==> config.mk <==
export PLATFORM = sky130hd
export DESIGN_NAME = vehicle_drive_enable_sequencer
export DESIGN_NICKNAME = d
export VERILOG_FILES = /design/src/hdl/vdes_pkg.sv /design/src/hdl/vehicle_drive_enable_sequencer.sv
export SDC_FILE = /design/constraint.sdc
export NUM_CORES = 1
export LEC_CHECK = 0
export BUFFER_PORTS_ARGS = -buffer_cell sky130_fd_sc_hd__buf_2
export CAP_MARGIN = 25
export CORE_ASPECT_RATIO = 0.5
export CORE_MARGIN = 4
export CORE_UTILIZATION = 25
export CTS_BUF_LIST = sky130_fd_sc_hd__clkbuf_4 sky130_fd_sc_hd__clkbuf_8
export DETAILED_ROUTE_END_ITERATION = 10
export PLACE_DENSITY = 0.41
export SYNTH_ARGS = -nofsm -noshare
export SYNTH_HDL_FRONTEND = slang
export SYNTH_SLANG_ARGS = --single-unit
==> constraint.sdc <==
create_clock -name clk_i -period 9.2 [get_ports clk_i]
set_clock_uncertainty 0.15 [all_clocks]
set_input_delay 0.46 -clock clk_i [delete_from_list [all_inputs] [get_ports clk_i]]
set_output_delay 0.46 -clock clk_i [all_outputs]
set_load 0.01 [all_outputs]
==> src/hdl/vdes_pkg.sv <==
// ----------------------------------------------------------------------------
// Drive enable sequencer package
// Mode codes, register indexes, reset values and stream widths.
// ----------------------------------------------------------------------------
package vdes_pkg;

  typedef enum logic [2:0] {
    ModeStart     = 3'd0,
    ModePrecharge = 3'd1,
    ModePrechOk   = 3'd2,
    ModeRtdDelay  = 3'd3,
    ModeDrive     = 3'd4,
    ModePrechErr  = 3'd5,
    ModeFault     = 3'd6
  } mode_e;

  typedef enum logic [2:0] {
    RegPrechargeRatio = 3'd0,
    RegInvCutoff      = 3'd1,
    RegGlvCutoff      = 3'd2,
    RegBrakeThresh    = 3'd3,
    RegRtdDelay       = 3'd4,
    RegTorqueLimit    = 3'd5,
    RegAppsDeadzone   = 3'd6,
    RegHornPeriod     = 3'd7
  } reg_idx_e;

  localparam int unsigned InWidth   = 112;
  localparam int unsigned OutWidth  = 40;
  localparam int unsigned CfgWidth  = 16;
  localparam int unsigned IdxWidth  = 3;

  localparam logic [7:0]  HornTickReset      = 8'd10;
  localparam logic [7:0]  HornCountMax       = 8'd255;
  localparam logic [7:0]  PrechargeRatioRst  = 8'd230;
  localparam logic [15:0] InvCutoffRst       = 16'd600;
  localparam logic [15:0] GlvCutoffRst       = 16'd105;
  localparam logic [11:0] BrakeThreshRst     = 12'd200;
  localparam logic [15:0] RtdDelayRst        = 16'd2000;
  localparam logic [15:0] TorqueLimitRst     = 16'd1000;
  localparam logic [12:0] AppsDeadzoneRst    = 13'd205;
  localparam logic [7:0]  HornPeriodRst      = 8'd10;

endpackage

==> src/hdl/vehicle_drive_enable_sequencer.sv <==
// ----------------------------------------------------------------------------
// Vehicle drive enable sequencer
// Steps start, precharge, precharge ok, ready-to-drive delay, drive, precharge error and fault.
// ----------------------------------------------------------------------------
// Usage:
//   Each slave stream transfer is one control tick with the sensor readings
//   and a millisecond timestamp. The sequencer runs the handler of the
//   current mode on that tick and emits one master stream transfer holding
//   the new mode and the output register values after the tick.
//   Configuration registers are written on cfg_we_i with cfg_idx_i selecting
//   the register; write them only while no tick is in flight.
// Throughput:
//   One result per tick, in the cycle after its transfer. A tick is taken
//   every cycle unless a result stalls; one pass of compares and two narrow
//   multiplies (precharge ratio and torque scaling) feed the result register.
// Stall:
//   The result register holds its transfer while m_axis_tready is low; a new
//   tick is still taken in the cycle the pending result is taken.
// Reset:
//   rst_ni clears the mode to start, all output registers to zero, the horn
//   counter to ten and loads the configuration registers with their defaults.
// ----------------------------------------------------------------------------
module vehicle_drive_enable_sequencer (
  input  logic                          clk_i,
  input  logic                          rst_ni,
  // Configuration write port
  input  logic                          cfg_we_i,
  input  logic [vdes_pkg::IdxWidth-1:0] cfg_idx_i,
  input  logic [vdes_pkg::CfgWidth-1:0] cfg_data_i,
  // Tick stream in
  input  logic                          s_axis_tvalid,
  output logic                          s_axis_tready,
  // tdata: dc_bus_voltage[15:0], pack_voltage[31:16], glv_voltage[47:32],
  //        rtd_button[48], brake_pressure[60:49], pedal_position[73:61],
  //        time_ms[105:74], zero fill [111:106]
  input  logic [vdes_pkg::InWidth-1:0]  s_axis_tdata,
  // Result stream out
  output logic                          m_axis_tvalid,
  input  logic                          m_axis_tready,
  // tdata: mode[2:0], precharge_enable_out[3], precharge_ok_out[4],
  //        inverter_enable_out[5], torque_limit_out[21:6],
  //        torque_request[37:22], horn[38], zero fill [39]
  output logic [vdes_pkg::OutWidth-1:0] m_axis_tdata
);
  import vdes_pkg::*;

  // Configuration registers
  logic [7:0]  prech_ratio_q;
  logic [15:0] inv_cutoff_q;
  logic [15:0] glv_cutoff_q;
  logic [11:0] brake_thresh_q;
  logic [15:0] rtd_delay_q;
  logic [15:0] torque_limit_q;
  logic [12:0] apps_deadzone_q;
  logic [7:0]  horn_period_q;

  // Sequencer state
  mode_e       mode_q, mode_d;
  logic [31:0] phase_start_q, phase_start_d;
  logic [7:0]  horn_cnt_q, horn_cnt_d;
  logic        horn_phase_q, horn_phase_d;
  logic        horn_level_q, horn_level_d;
  logic [1:0]  prech_flags_q, prech_flags_d;
  logic        inv_en_q, inv_en_d;
  logic [15:0] tq_limit_q, tq_limit_d;
  logic [15:0] tq_req_q, tq_req_d;

  // Result register
  logic                out_valid_q;
  logic [OutWidth-1:0] out_data_q, out_data_d;

  // Tick fields
  logic [15:0] dc, pack, glv;
  logic        button;
  logic [11:0] brake;
  logic [12:0] pedal;
  logic [31:0] now;

  assign dc     = s_axis_tdata[15:0];
  assign pack   = s_axis_tdata[31:16];
  assign glv    = s_axis_tdata[47:32];
  assign button = s_axis_tdata[48];
  assign brake  = s_axis_tdata[60:49];
  assign pedal  = s_axis_tdata[73:61];
  assign now    = s_axis_tdata[105:74];

  logic        in_xfer;
  logic        armed, glv_low, ratio_ok, dc_ok, delay_done;
  logic [23:0] dc_scaled, pack_scaled;
  logic [31:0] elapsed;
  logic [12:0] throttle;
  logic [28:0] tq_product;
  logic [16:0] tq_scaled;
  logic [15:0] tq_sat;
  logic [7:0]  horn_inc;

  assign s_axis_tready = !out_valid_q || m_axis_tready;
  assign in_xfer       = s_axis_tvalid && s_axis_tready;

  assign armed       = button && (brake > brake_thresh_q);
  assign glv_low     = glv <= glv_cutoff_q;
  // Exact ratio check: dc * 256 against pack * ratio
  assign dc_scaled   = {dc, 8'd0};
  assign pack_scaled = 24'(pack) * 24'(prech_ratio_q);
  assign ratio_ok    = dc_scaled >= pack_scaled;
  assign dc_ok       = dc >= inv_cutoff_q;
  assign elapsed     = now - phase_start_q;
  assign delay_done  = elapsed >= {16'd0, rtd_delay_q};

  // Torque request: deadzone, scale by limit, drop twelve fraction bits
  assign throttle   = (pedal > apps_deadzone_q) ? pedal : 13'd0;
  assign tq_product = 29'(throttle) * 29'(torque_limit_q);
  assign tq_scaled  = tq_product[28:12];
  assign tq_sat     = tq_scaled[16] ? 16'hFFFF : tq_scaled[15:0];

  // Horn counter saturates before the period compare
  assign horn_inc = (horn_cnt_q < HornCountMax) ? horn_cnt_q + 8'd1 : horn_cnt_q;

  always_comb begin
    mode_d        = mode_q;
    phase_start_d = phase_start_q;
    horn_cnt_d    = horn_cnt_q;
    horn_phase_d  = horn_phase_q;
    horn_level_d  = horn_level_q;
    prech_flags_d = prech_flags_q;
    inv_en_d      = inv_en_q;
    tq_limit_d    = tq_limit_q;
    tq_req_d      = tq_req_q;
    unique case (mode_q)
      ModeStart: begin
        prech_flags_d = 2'b00;
        inv_en_d      = 1'b0;
        tq_limit_d    = 16'd0;
        tq_req_d      = 16'd0;
        phase_start_d = now;
        mode_d        = ModePrecharge;
      end
      ModePrecharge: begin
        prech_flags_d = 2'b01;
        tq_req_d      = 16'd0;
        if (ratio_ok && dc_ok) begin
          mode_d = ModePrechOk;
        end
      end
      ModePrechOk: begin
        // Cutoff is not checked here; glv lockout wins over everything
        prech_flags_d = 2'b11;
        horn_level_d  = 1'b0;
        if (armed) begin
          mode_d        = ModeRtdDelay;
          phase_start_d = now;
        end
        if (!ratio_ok) begin
          mode_d = ModePrechErr;
        end
        if (glv_low) begin
          mode_d = ModeFault;
        end
      end
      ModeRtdDelay: begin
        tq_req_d   = 16'd0;
        horn_cnt_d = horn_inc;
        if (horn_inc >= horn_period_q) begin
          horn_cnt_d   = 8'd0;
          horn_phase_d = !horn_phase_q;
          horn_level_d = !horn_phase_q;
        end
        if (!armed) begin
          mode_d = ModePrechOk;
        end else if (delay_done) begin
          mode_d        = ModeDrive;
          phase_start_d = now;
        end
      end
      ModeDrive: begin
        // Low bus drops back to start with the request held
        inv_en_d     = 1'b1;
        tq_limit_d   = torque_limit_q;
        horn_level_d = 1'b0;
        mode_d       = ModeStart;
        if (dc_ok) begin
          tq_req_d = tq_sat;
          mode_d   = ModeDrive;
        end
        if (glv_low) begin
          mode_d = ModeFault;
        end
      end
      ModePrechErr: begin
        prech_flags_d = 2'b00;
        tq_req_d      = 16'd0;
      end
      default: begin
        // Fault, and the unused code, settle in fault
        prech_flags_d = 2'b00;
        tq_req_d      = 16'd0;
        mode_d        = ModeFault;
      end
    endcase
  end

  assign out_data_d = {1'b0, horn_level_d, tq_req_d, tq_limit_d, inv_en_d,
                       prech_flags_d[1], prech_flags_d[0], mode_d};

  // Configuration registers
  always_ff @(posedge clk_i or negedge rst_ni) begin
    if (!rst_ni) begin
      prech_ratio_q   <= PrechargeRatioRst;
      inv_cutoff_q    <= InvCutoffRst;
      glv_cutoff_q    <= GlvCutoffRst;
      brake_thresh_q  <= BrakeThreshRst;
      rtd_delay_q     <= RtdDelayRst;
      torque_limit_q  <= TorqueLimitRst;
      apps_deadzone_q <= AppsDeadzoneRst;
      horn_period_q   <= HornPeriodRst;
    end else if (cfg_we_i) begin
      unique case (reg_idx_e'(cfg_idx_i))
        RegPrechargeRatio: prech_ratio_q   <= cfg_data_i[7:0];
        RegInvCutoff:      inv_cutoff_q    <= cfg_data_i;
        RegGlvCutoff:      glv_cutoff_q    <= cfg_data_i;
        RegBrakeThresh:    brake_thresh_q  <= cfg_data_i[11:0];
        RegRtdDelay:       rtd_delay_q     <= cfg_data_i;
        RegTorqueLimit:    torque_limit_q  <= cfg_data_i;
        RegAppsDeadzone:   apps_deadzone_q <= cfg_data_i[12:0];
        RegHornPeriod:     horn_period_q   <= cfg_data_i[7:0];
        default: ;
      endcase
    end
  end

  // Sequencer state: advance on each tick transfer
  always_ff @(posedge clk_i or negedge rst_ni) begin
    if (!rst_ni) begin
      mode_q        <= ModeStart;
      phase_start_q <= 32'd0;
      horn_cnt_q    <= HornTickReset;
      horn_phase_q  <= 1'b0;
      horn_level_q  <= 1'b0;
      prech_flags_q <= 2'b00;
      inv_en_q      <= 1'b0;
      tq_limit_q    <= 16'd0;
      tq_req_q      <= 16'd0;
    end else if (in_xfer) begin
      mode_q        <= mode_d;
      phase_start_q <= phase_start_d;
      horn_cnt_q    <= horn_cnt_d;
      horn_phase_q  <= horn_phase_d;
      horn_level_q  <= horn_level_d;
      prech_flags_q <= prech_flags_d;
      inv_en_q      <= inv_en_d;
      tq_limit_q    <= tq_limit_d;
      tq_req_q      <= tq_req_d;
    end
  end

  // Result register: load on tick transfer, drop valid once taken
  always_ff @(posedge clk_i or negedge rst_ni) begin
    if (!rst_ni) begin
      out_valid_q <= 1'b0;
    end else if (in_xfer) begin
      out_valid_q <= 1'b1;
    end else if (m_axis_tready) begin
      out_valid_q <= 1'b0;
    end
  end

  always_ff @(posedge clk_i) begin
    if (in_xfer) begin
      out_data_q <= out_data_d;
    end
  end

  assign m_axis_tvalid = out_valid_q;
  assign m_axis_tdata  = out_data_q;

endmodule

==> results.py, run 1 <==
metrics = {
    "run_status": {
        "status": "finished, final reports clean",
    },
    "timing": {
        "post-route-period-util_pct": 93.29,
        "finalHoldViolations": 0,
        "hold_ws_ns": 0.06852,
        "setup_viol": 0,
        "finalCriticalPeriod_ns": 8.583,
        "setup_tns_ns": 0,
        "rsz0062_at_grt": "false",
        "tightest_slew_ns": 0.9269,
        "slew_headroom_pct": 38.05,
        "fmax_mhz": 116.5,
        "drv_slew": 0,
    },
    "power": {
        "worst_ir_drop_vdd_mv": 0.2153,
        "power.density_nw_per_um2": 355.2,
        "cellLeakagePower_nw": 13.77,
    },
    "cts": {
        "clkLatencyLatePin_ns": 0.63,
        "clock_tree.root_cell": "clkbuf_8",
        "path_clk_slew_ns": 0.06,
        "cts.sinks": 225,
        "clk_path_buf_depth": 3,
        "cts_tree": "built",
        "cts_buffers": 43,
        "cts_htree_levels": 2,
    },
    "floorplan": {
        "die_w_um": 447.3,
        "rows": 80,
        "start_util_pct": 25.27,
        "die_h_um": 227.7,
        "core_um2": 95490,
        "die_area_um2": 101800,
        "num_io_pins": 178,
    },
    "yosys": {
        "synthTopCellsByArea": "fa_1, dfrtp_1, ha_1",
        "syn_inst": 2584,
        "ys.flop_type": "dfrtp_1",
        "syn_avg_cell_area_um2": 9.337,
        "ys_ff_latch": 225,
        "ys_async_sr_fraction_pct": 82.67,
        "synth_nets": 3201,
        "ys_types": 88,
        "yosysSeqAreaShare_pct": 24.34,
        "synth_top_area_cell": "fa_1",
        "synth_edf_count": 39,
        "synth_area_um2": 24130,
        "yosys_warnings": 0,
        "yosysMostFrequentCell": "inv_1",
        "synth_common_cells": "inv_1, nand2_1, ha_1",
        "yosysTopAreaCellShare_pct": 19.75,
    },
    "drt": {
        "avgRoutedWirePerCell_um": 17.64,
        "ant_nets": 0,
        "dr.pass1.iters": 5,
        "drt-total-wl_mm": 72.22,
        "drc": 0,
        "drt_iter0_drc": 830,
        "viasPerCell": 4.532,
        "vias": 18553,
    },
    "global_route": {
        "antenna_found_initial": 9,
        "track_usage_pct": 14.25,
        "grt_pass1_wl_mm": 112.9,
        "grt_max_degree": 70,
        "overflow": 0,
        "grt_pass1_vias": 19508,
    },
    "final_layout": {
        "final_design_area_no_fill_um2": 27930,
        "drive_gt1_share_pct": 16.77,
        "area_growth_pct": 15.75,
        "final_util_pct": 29.25,
        "final_cells": 4094,
        "nets": 3403,
    },
    "worst_setup_path": {
        "r2r-start": "apps_deadzone_q[3]$_DFFE_PN1P_",
        "path_class": "reg -> reg",
        "critical_path.most_common_cell": "fa_1",
        "critPathMaxFanout": 20,
        "ff2ff_path_depth": 29,
        "rr_endpoint": "m_axis_tdata[33]$_DFFE_PP_",
        "cp_slowest_stage_delay_ns": 0.62,
        "crit_path_end": "m_axis_tdata[33]$_DFFE_PP_",
        "worstSetupStartpoint": "apps_deadzone_q[3]$_DFFE_PN1P_",
        "critPathArrivalTime_ns": 8.75,
        "cp_slowest_cell": "fa_1",
        "cp.required_ns": 9.37,
        "timing.reg2reg.setup_slack_ns": 0.62,
        "crit_path_end_kind": "flip-flop",
        "critPathLaunchType": "flip-flop",
    },
    "placement": {
        "place.gp.congestion": 0.8063,
        "placed_area_um2": 26520,
        "dp_hpwl_mm": 55.14,
        "portBuffers": 170,
        "dp.cells": 3972,
    },
    "hold_path": {
        "min_path_type": "in -> reg",
    },
    "job": {
        "drv_cap": 0,
    },
}
[timing repair]
item / CTS / global route
hold endpoints to repair: 91 / 0
endpoints found under the setup margin: 0 / 5
hold buffers: 37 / 0
resized for setup: 0 / 3
setup buffers: 0 / 0
[through the flow]
stage          setup slack, ns  power, mW
4_1_cts                 0.3941      10.13
3_3_place_gp            0.2590      8.869
3_5_place_dp            0.2367      8.907
6_report                0.6171      9.921
2_1_floorplan           0.9544      6.982
5_1_grt                0.06698      11.27
[cells in the final DEF, fill, tap and decap left out, drive strengths merged, types with 8 or more instances in the layout]
cell type and instances:
inv 438, nand2 327, ha 243, fa 238, buf 210, dfrtp 149
o21ai 122, mux2 114, and3 107, and2 94, a21oi 88, nor2 85
clkbuf 67, a21o 55, edfxtp 39, dfstp 37, dlygate4sd3 37, xnor2 32
nor3 29, xor2 24, nand3 23, nand4 21, o21a 20, nand2b 20
a211oi 14, a31oi 14, a2111oi 12, nor2b 11, clkinv 11, a22o 10
o21bai 9, o211ai 8, mux2i 8, or3 8, o31ai 8
[critical path, delay by kind of cell, from the launching register on]
kind / cells / cell delay (ns)
adders and majority gates: 7 / 3.39
AOI/OAI and AO/OA: 9 / 2.35
and+or+nand+nor: 6 / 0.96
buffers and inverters: 6 / 0.60
DFF: 1 / 0.53
muxes: 1 / 0.31
[area by class of cell]
cell class | count | area, um^2
well taps | 1271 | 1590
fillers | 10151 | 67560
clock inverters | 13 | 130.1
diodes | 3 | 7.507
inverters | 439 | 1649
multi-input cells | 1829 | 16290
flip-flops and latches | 225 | 5872
repair buffers | 248 | 1578
clock buffers | 66 | 814.5
[registers in the layout (all words and copies together) (netlist names), 3 cells and up]
signal,flops
rtd_delay_q,16
phase_start_q,32
torque_limit_q,16
glv_cutoff_q,16
inv_cutoff_q,16
tq_req_q,16
m_axis_tdata,39
apps_deadzone_q,13
brake_thresh_q,12
tq_limit_q,16
horn_cnt_q,8
horn_period_q,8
prech_ratio_q,8
mode_q,3
[logic make-up (layout without fill, tap and decap cells)]
kind of cell               Yosys count  count (layout)  share of synthesized area, %
buffers and inverters              531             766                         8.401
xor gates and xnor gates            56              56                         2.033
AOI/OAI and AO/OA                  414             415                         11.46
adders and majority gates          481             481                         32.35
other                                1               4                       0.01554
muxes                              122             122                         6.151
and+or+nand+nor                    754             754                         15.25
DFF                                225             225                         24.34
[per-layer routing]
| layer | track usage [%] | vias to the layer above | share of wire [%] |
|---|---|---|---|
| li1 | - | 8950 | - |
| met1 | 18.45 | 9322 | 46 |
| met3 | 1.961 | 82 | 3.0 |
| met4 | 2.688 | 8 | 1.6 |
| met2 | 25.65 | 191 | 50 |
| met5 | 0 | - | 0.062 |
[report_power, final]
part           total (mW)  switching (mW)  leakage, nW  internal, mW
logic                7.24            4.16         10.7          3.08
registers            1.58           0.264         2.62          1.31
clock network        1.11           0.482        0.503         0.626
total                9.92            4.91         13.8          5.01
[worst min-delay path by stage]
stage                                   from                               to  slack [ns]  cells after the start
floorplan                             rst_ni  apps_deadzone_q[10]$_DFFE_PN0P_        0.01                      0
global placement    tq_req_q[11]$_DFFE_PN0P_         tq_req_q[11]$_DFFE_PN0P_        0.33                      1
detailed placement  tq_req_q[11]$_DFFE_PN0P_         tq_req_q[11]$_DFFE_PN0P_        0.33                      1
CTS                           cfg_data_i[14]     glv_cutoff_q[14]$_DFFE_PN0P_       0.003                      3
global route                  cfg_data_i[14]     glv_cutoff_q[14]$_DFFE_PN0P_        0.02                      3
finish                        cfg_data_i[14]     glv_cutoff_q[14]$_DFFE_PN0P_        0.07                      3
No activity file was read; power rests on OpenSTA's default activity.
==> inputs of run 2 (changes only) <==
--- a/config.mk
+++ b/config.mk
@@ -8,10 +8,11 @@
 export BUFFER_PORTS_ARGS = -buffer_cell sky130_fd_sc_hd__buf_2
 export CAP_MARGIN = 25
 export CORE_ASPECT_RATIO = 0.5
-export CORE_MARGIN = 4
+export CORE_MARGIN = 2
 export CORE_UTILIZATION = 25
 export CTS_BUF_LIST = sky130_fd_sc_hd__clkbuf_4 sky130_fd_sc_hd__clkbuf_8
 export DETAILED_ROUTE_END_ITERATION = 10
+export MAX_ROUTING_LAYER = met4
 export PLACE_DENSITY = 0.41
 export SYNTH_ARGS = -nofsm -noshare
 export SYNTH_HDL_FRONTEND = slang
==> run 2 against run 1 <==
- combinational power decreased by 0.6%
- non-clock buffer count decreased by 4
- clock-buffer cell count increased by 2
- first-iteration DRC count increased by 21%
- clock power decreased by 4%
- total power decreased by 0.67%
- setup slack got worse by 0.13 ns
- critical path depth unchanged
- largest power group unchanged
- highest routed layer is now met4
==> results.py, run 2 (synthesis results as in run 1) <==
metrics = {
    "drt": {
        "drc": 0,
        "drt_iter0_drc": 1003,
        "ant_nets": 0,
        "viasPerCell": 4.525,
        "vias": 18543,
        "drt-total-wl_mm": 71.37,
        "dr.pass1.iters": 4,
        "avgRoutedWirePerCell_um": 17.42,
    },
    "floorplan": {
        "start_util_pct": 25.27,
        "die_w_um": 443.3,
        "core_um2": 95490,
        "num_io_pins": 178,
        "die_h_um": 223.7,
        "die_area_um2": 99160,
        "rows": 80,
    },
    "final_layout": {
        "final_design_area_no_fill_um2": 27860,
        "largest_reg_flops": 39,
        "area_growth_pct": 15.46,
        "mostFrequentLayoutCells": "inv_1, nand2_1, ha_1",
        "fillers": 10245,
        "final_util_pct": 29.17,
        "drive_gt1_share_pct": 16.79,
        "nets": 3399,
        "final_cells": 4098,
        "final_common_cell": "inv_1",
    },
    "power": {
        "cellLeakagePower_nw": 13.75,
        "power_mw": 9.855,
        "power.density_nw_per_um2": 353.8,
        "worst_ir_drop_vdd_mv": 0.2141,
    },
    "worst_setup_path": {
        "r2r-start": "apps_deadzone_q[2]$_DFFE_PN1P_",
        "critPathLaunchType": "flip-flop",
        "worstSetupStartpoint": "apps_deadzone_q[2]$_DFFE_PN1P_",
        "critPathArrivalTime_ns": 8.90,
        "critical_path.most_common_cell": "fa_1",
        "cp.required_ns": 9.38,
        "critPathMaxFanout": 17,
        "path_class": "reg -> reg",
        "cp_slowest_stage_delay_ns": 0.58,
        "cp_slowest_cell": "fa_1",
        "crit_path_end_kind": "flip-flop",
    },
    "timing": {
        "setup_viol": 0,
        "setup_tns_ns": 0,
        "tightest_slew_ns": 0.9918,
        "drv_slew": 0,
        "post-route-period-util_pct": 94.72,
        "slew_headroom_pct": 33.88,
        "finalHoldViolations": 0,
        "rsz0062_at_grt": "false",
        "fmax_mhz": 114.8,
        "finalCriticalPeriod_ns": 8.714,
    },
    "cts": {
        "clkLatencyLatePin_ns": 0.61,
        "cts_tree": "built",
        "post_cts_buffers": 0,
        "cts_htree_levels": 2,
        "cts_buffers": 43,
        "path_clk_slew_ns": 0.06,
        "clock_tree.root_cell": "clkbuf_8",
        "cts.sinks": 225,
        "clk_path_buf_depth": 3,
    },
    "placement": {
        "place.gp.congestion": 0.8184,
        "placed_area_um2": 26510,
        "dp.cells": 3971,
        "portBuffers": 170,
        "dp_hpwl_mm": 54.76,
    },
    "global_route": {
        "grt_pass1_vias": 19507,
        "overflow": 0,
        "antenna_found_initial": 14,
        "track_usage_pct": 14.98,
        "grt_max_degree": 73,
        "grt_pass1_wl_mm": 112.9,
    },
    "run_status": {
        "status": "finished, final reports clean",
    },
    "job": {
        "drv_cap": 0,
    },
    "hold_path": {
        "min_path_type": "in -> reg",
        "min_from": "cfg_data_i[13]",
    },
}
==> run 2: path summary, 6_finish.rpt <==
| kind | endpoint | slack [ns] | cells after the start |
|---|---|---|---|
| hold reg to reg | tq_req_q[11]$_DFFE_PN0P_ | 0.34 | 1 |
| max in group asynchronous | apps_deadzone_q[5]$_DFFE_PN0P_ | 7.27 | 3 |
| min in group asynchronous | phase_start_q[18]$_DFFE_PN0P_ | 0.27 | 2 |
| setup / recovery | m_axis_tdata[33]$_DFFE_PP_ | 0.49 | 29 |
| hold / removal | rtd_delay_q[13]$_DFFE_PN0P_ | 0.05 | 3 |
| setup reg to reg | m_axis_tdata[33]$_DFFE_PP_ | 0.49 | 29 |
==> run 2: per-layer routing <==
| metal | global-route usage [%] | vias up | routed length, um |
|---|---|---|---|
| li1 | - | 8964 | - |
| met1 | 18.89 | 9259 | 32490 |
| met2 | 25.30 | 237 | 34820 |
| met3 | 1.938 | 83 | 2375 |
| met4 | 4.018 | 0 | 1681 |
| met5 | - | - | 0 |
==> run 2: critical path: cells and delay by family, from the launching register on <==
family,cells,cell delay [ns]
buf+inv,6,0.62
fa+ha+maj,7,3.32
compound gates,10,2.61
simple gates,5,0.83
flops,1,0.53
mux,1,0.37
==> run 2: layout make-up <==
cell class              count  area [um^2]  share of cell area (%)
well taps                1271         1590                   5.709
inverters                 439         1649                   5.920
flip-flops and latches    225         5872                   21.08
diodes                     10        25.02                 0.08983
multi-input cells        1829        16270                   58.40
repair buffers            244         1523                   5.466
clock inverters            12        86.33                  0.3099
clock buffers              68        842.1                   3.023
==> run 2: timing repair <==
item,4_1_cts,5_1_grt
endpoints found under the hold margin,85,0
hold buffers,35,0
gates resized for setup,0,1
setup endpoints to repair,0,3
==> run 2: where the power goes <==
part           internal, mW  switching (mW)
clock network         0.591           0.483
logic                  3.06            4.14
registers              1.31           0.270
==> run 2: stage by stage <==
stage / worst slack, ns / hold WS [ns]
5_1_grt: 0.02509 / 0.04257
4_1_cts: 0.3201 / 0.01023
2_1_floorplan: 0.9544 / 0.01441
3_5_place_dp: 0.3027 / 0.3288
3_3_place_gp: 0.3300 / 0.3268
6_report: 0.4859 / 0.05177
==> inputs of run 3 (changes only) <==
--- a/config.mk
+++ b/config.mk
@@ -12,6 +12,7 @@
 export CORE_UTILIZATION = 25
 export CTS_BUF_LIST = sky130_fd_sc_hd__clkbuf_4 sky130_fd_sc_hd__clkbuf_8
 export DETAILED_ROUTE_END_ITERATION = 10
+export HOLD_SLACK_MARGIN = 0.08
 export MAX_ROUTING_LAYER = met4
 export PLACE_DENSITY = 0.41
 export SYNTH_ARGS = -nofsm -noshare
==> run 3 against run 2 <==
- worst hold slack better by 0.071 ns
- non-clock buffer count rose by 12
- first-iteration DRC count fell by 5.7%
- utilization is 0.13 points higher
- sequential share of layout area fell by 0.090 points
- register-to-register slack improved by 0.03 ns
- via count up 0.27%
- total power is essentially flat
- critical path depth stayed put
- combinational power about the same
- critical path type unchanged
- design area up 0.43%
==> results.py, run 3 (synthesis results as in run 1) <==
metrics = {
    "run_status": {
        "status": "finished, final reports clean",
    },
    "worst_setup_path": {
        "path_class": "reg -> reg",
        "cp_slowest_stage_delay_ns": 0.58,
        "critPathMaxFanout": 17,
        "cp.required_ns": 9.39,
        "critical_path.most_common_cell": "fa_1",
        "cp_slowest_cell": "fa_1",
        "critPathLaunchType": "flip-flop",
        "worstSetupStartpoint": "apps_deadzone_q[2]$_DFFE_PN1P_",
        "critPathArrivalTime_ns": 8.87,
        "r2r-start": "apps_deadzone_q[2]$_DFFE_PN1P_",
        "crit_path_end_kind": "flip-flop",
    },
    "timing": {
        "rsz0062_at_grt": "false",
        "tightest_slew_ns": 0.9928,
        "setup_tns_ns": 0,
        "finalCriticalPeriod_ns": 8.685,
        "post-route-period-util_pct": 94.40,
        "slew_headroom_pct": 33.82,
        "drv_slew": 0,
        "finalHoldViolations": 0,
        "fmax_mhz": 115.1,
        "setup_viol": 0,
    },
    "final_layout": {
        "final_common_cell": "inv_1",
        "largest_reg_flops": 39,
        "multiInputGateArea_um2": 16270,
        "final_cells": 4110,
        "register_area_um2": 5872,
        "area_growth_pct": 15.96,
        "mostFrequentLayoutCells": "inv_1, nand2_1, ha_1",
        "nets": 3411,
        "final_design_area_no_fill_um2": 27980,
        "fillers": 10236,
        "drive_gt1_share_pct": 16.72,
    },
    "cts": {
        "cts_tree": "built",
        "clkLatencyLatePin_ns": 0.62,
        "cts_buffers": 43,
        "post_cts_buffers": 0,
        "clock_tree.root_cell": "clkbuf_8",
        "cts_htree_levels": 2,
        "path_clk_slew_ns": 0.06,
        "cts.sinks": 225,
        "clk_path_buf_depth": 3,
    },
    "floorplan": {
        "die_area_um2": 99160,
        "die_w_um": 443.3,
        "die_h_um": 223.7,
        "rows": 80,
        "core_um2": 95490,
        "num_io_pins": 178,
        "start_util_pct": 25.27,
    },
    "global_route": {
        "overflow": 0,
        "antenna_found_initial": 14,
        "grt_pass1_wl_mm": 113.0,
        "grt_pass1_vias": 19551,
        "grt_max_degree": 73,
        "track_usage_pct": 14.99,
    },
    "power": {
        "power_mw": 9.857,
        "clkPwrFrac_pct": 10.9,
        "worst_ir_drop_vdd_mv": 0.2138,
        "p_int_mw": 4.964,
        "swShare_pct": 49.64,
        "power_frac_comb_pct": 73.0,
        "cellLeakagePower_nw": 13.80,
        "power.density_nw_per_um2": 352.3,
        "seq_power_share_pct": 16.0,
        "power_switching_mw": 4.893,
    },
    "placement": {
        "portBuffers": 170,
        "placed_area_um2": 26510,
        "dp_hpwl_mm": 54.76,
        "dp.cells": 3971,
        "place.gp.congestion": 0.8184,
    },
    "hold_path": {
        "min_from": "cfg_data_i[5]",
        "min_path_type": "in -> reg",
    },
    "drt": {
        "vias": 18593,
        "drt_iter0_drc": 946,
        "dr.pass1.iters": 5,
        "avgRoutedWirePerCell_um": 17.37,
        "drc": 0,
        "viasPerCell": 4.524,
        "ant_nets": 0,
        "drt-total-wl_mm": 71.39,
    },
    "job": {
        "drv_cap": 0,
    },
}
-- run 3: worst paths after layout --
path	slack, ns	endpoint	cells past startpoint
setup / recovery	0.52	m_axis_tdata[33]$_DFFE_PP_	29
hold / removal	0.12	glv_cutoff_q[5]$_DFFE_PN1P_	3
setup reg to reg	0.52	m_axis_tdata[33]$_DFFE_PP_	29
hold reg to reg	0.34	tq_req_q[11]$_DFFE_PN0P_	1
max in group asynchronous	7.27	apps_deadzone_q[5]$_DFFE_PN0P_	3
min in group asynchronous	0.27	phase_start_q[18]$_DFFE_PN0P_	2
-- run 3: power groups by stage --
stage	logic, mW	clock network, mW	registers [mW]
after floorplan	5.54	0	1.44
after global placement	7.25	0	1.59
after detailed placement	7.28	0	1.60
after CTS	7.36	1.13	1.58
after global routing	8.38	1.17	1.62
final	7.20	1.08	1.58
-- run 3: repair_timing --
action                     CTS  global route
setup endpoints to repair    0             3
hold endpoints to repair   111             0
resized for setup            0             1
hold buffers                47             0
-- run 3: metal layers --
layer / track usage [%] / vias up / share of wire, %
met5: - / - / 0
met4: 4.018 / 0 / 2.4
met3: 1.938 / 85 / 3.3
met2: 25.30 / 231 / 49
met1: 18.92 / 9286 / 46
li1: - / 8991 / -
-- run 3: layout make-up --
class                      count  share of cell area (%)
sequential                   225                   20.99
antenna                       10                 0.08945
tap                         1271                   5.684
multi-input combinational   1829                   58.15
clock buffer                  68                   3.010
timing repair buffer         256                   5.872
clock inverter                12                  0.3086
inverter                     439                   5.894
-- run 3: stage by stage --
step | worst slack (ns) | utilization (%) | hold slack (ns)
detailed placement | 0.3027 | 27.76 | 0.3288
global placement | 0.3300 | 27.76 | 0.3268
CTS | 0.3201 | 29.23 | 0.08280
floorplan | 0.9544 | - | 0.01441
global route | 0.02509 | 29.30 | 0.1049
finish | 0.5151 | 29.30 | 0.1228
-- run 3: critical path, delay by kind of cell (launching register included) --
kind	cells	cell delay (ns)
fa+ha+maj	7	3.31
flops	1	0.53
buf+inv	6	0.61
mux	1	0.37
compound gates	10	2.60
simple gates	5	0.83
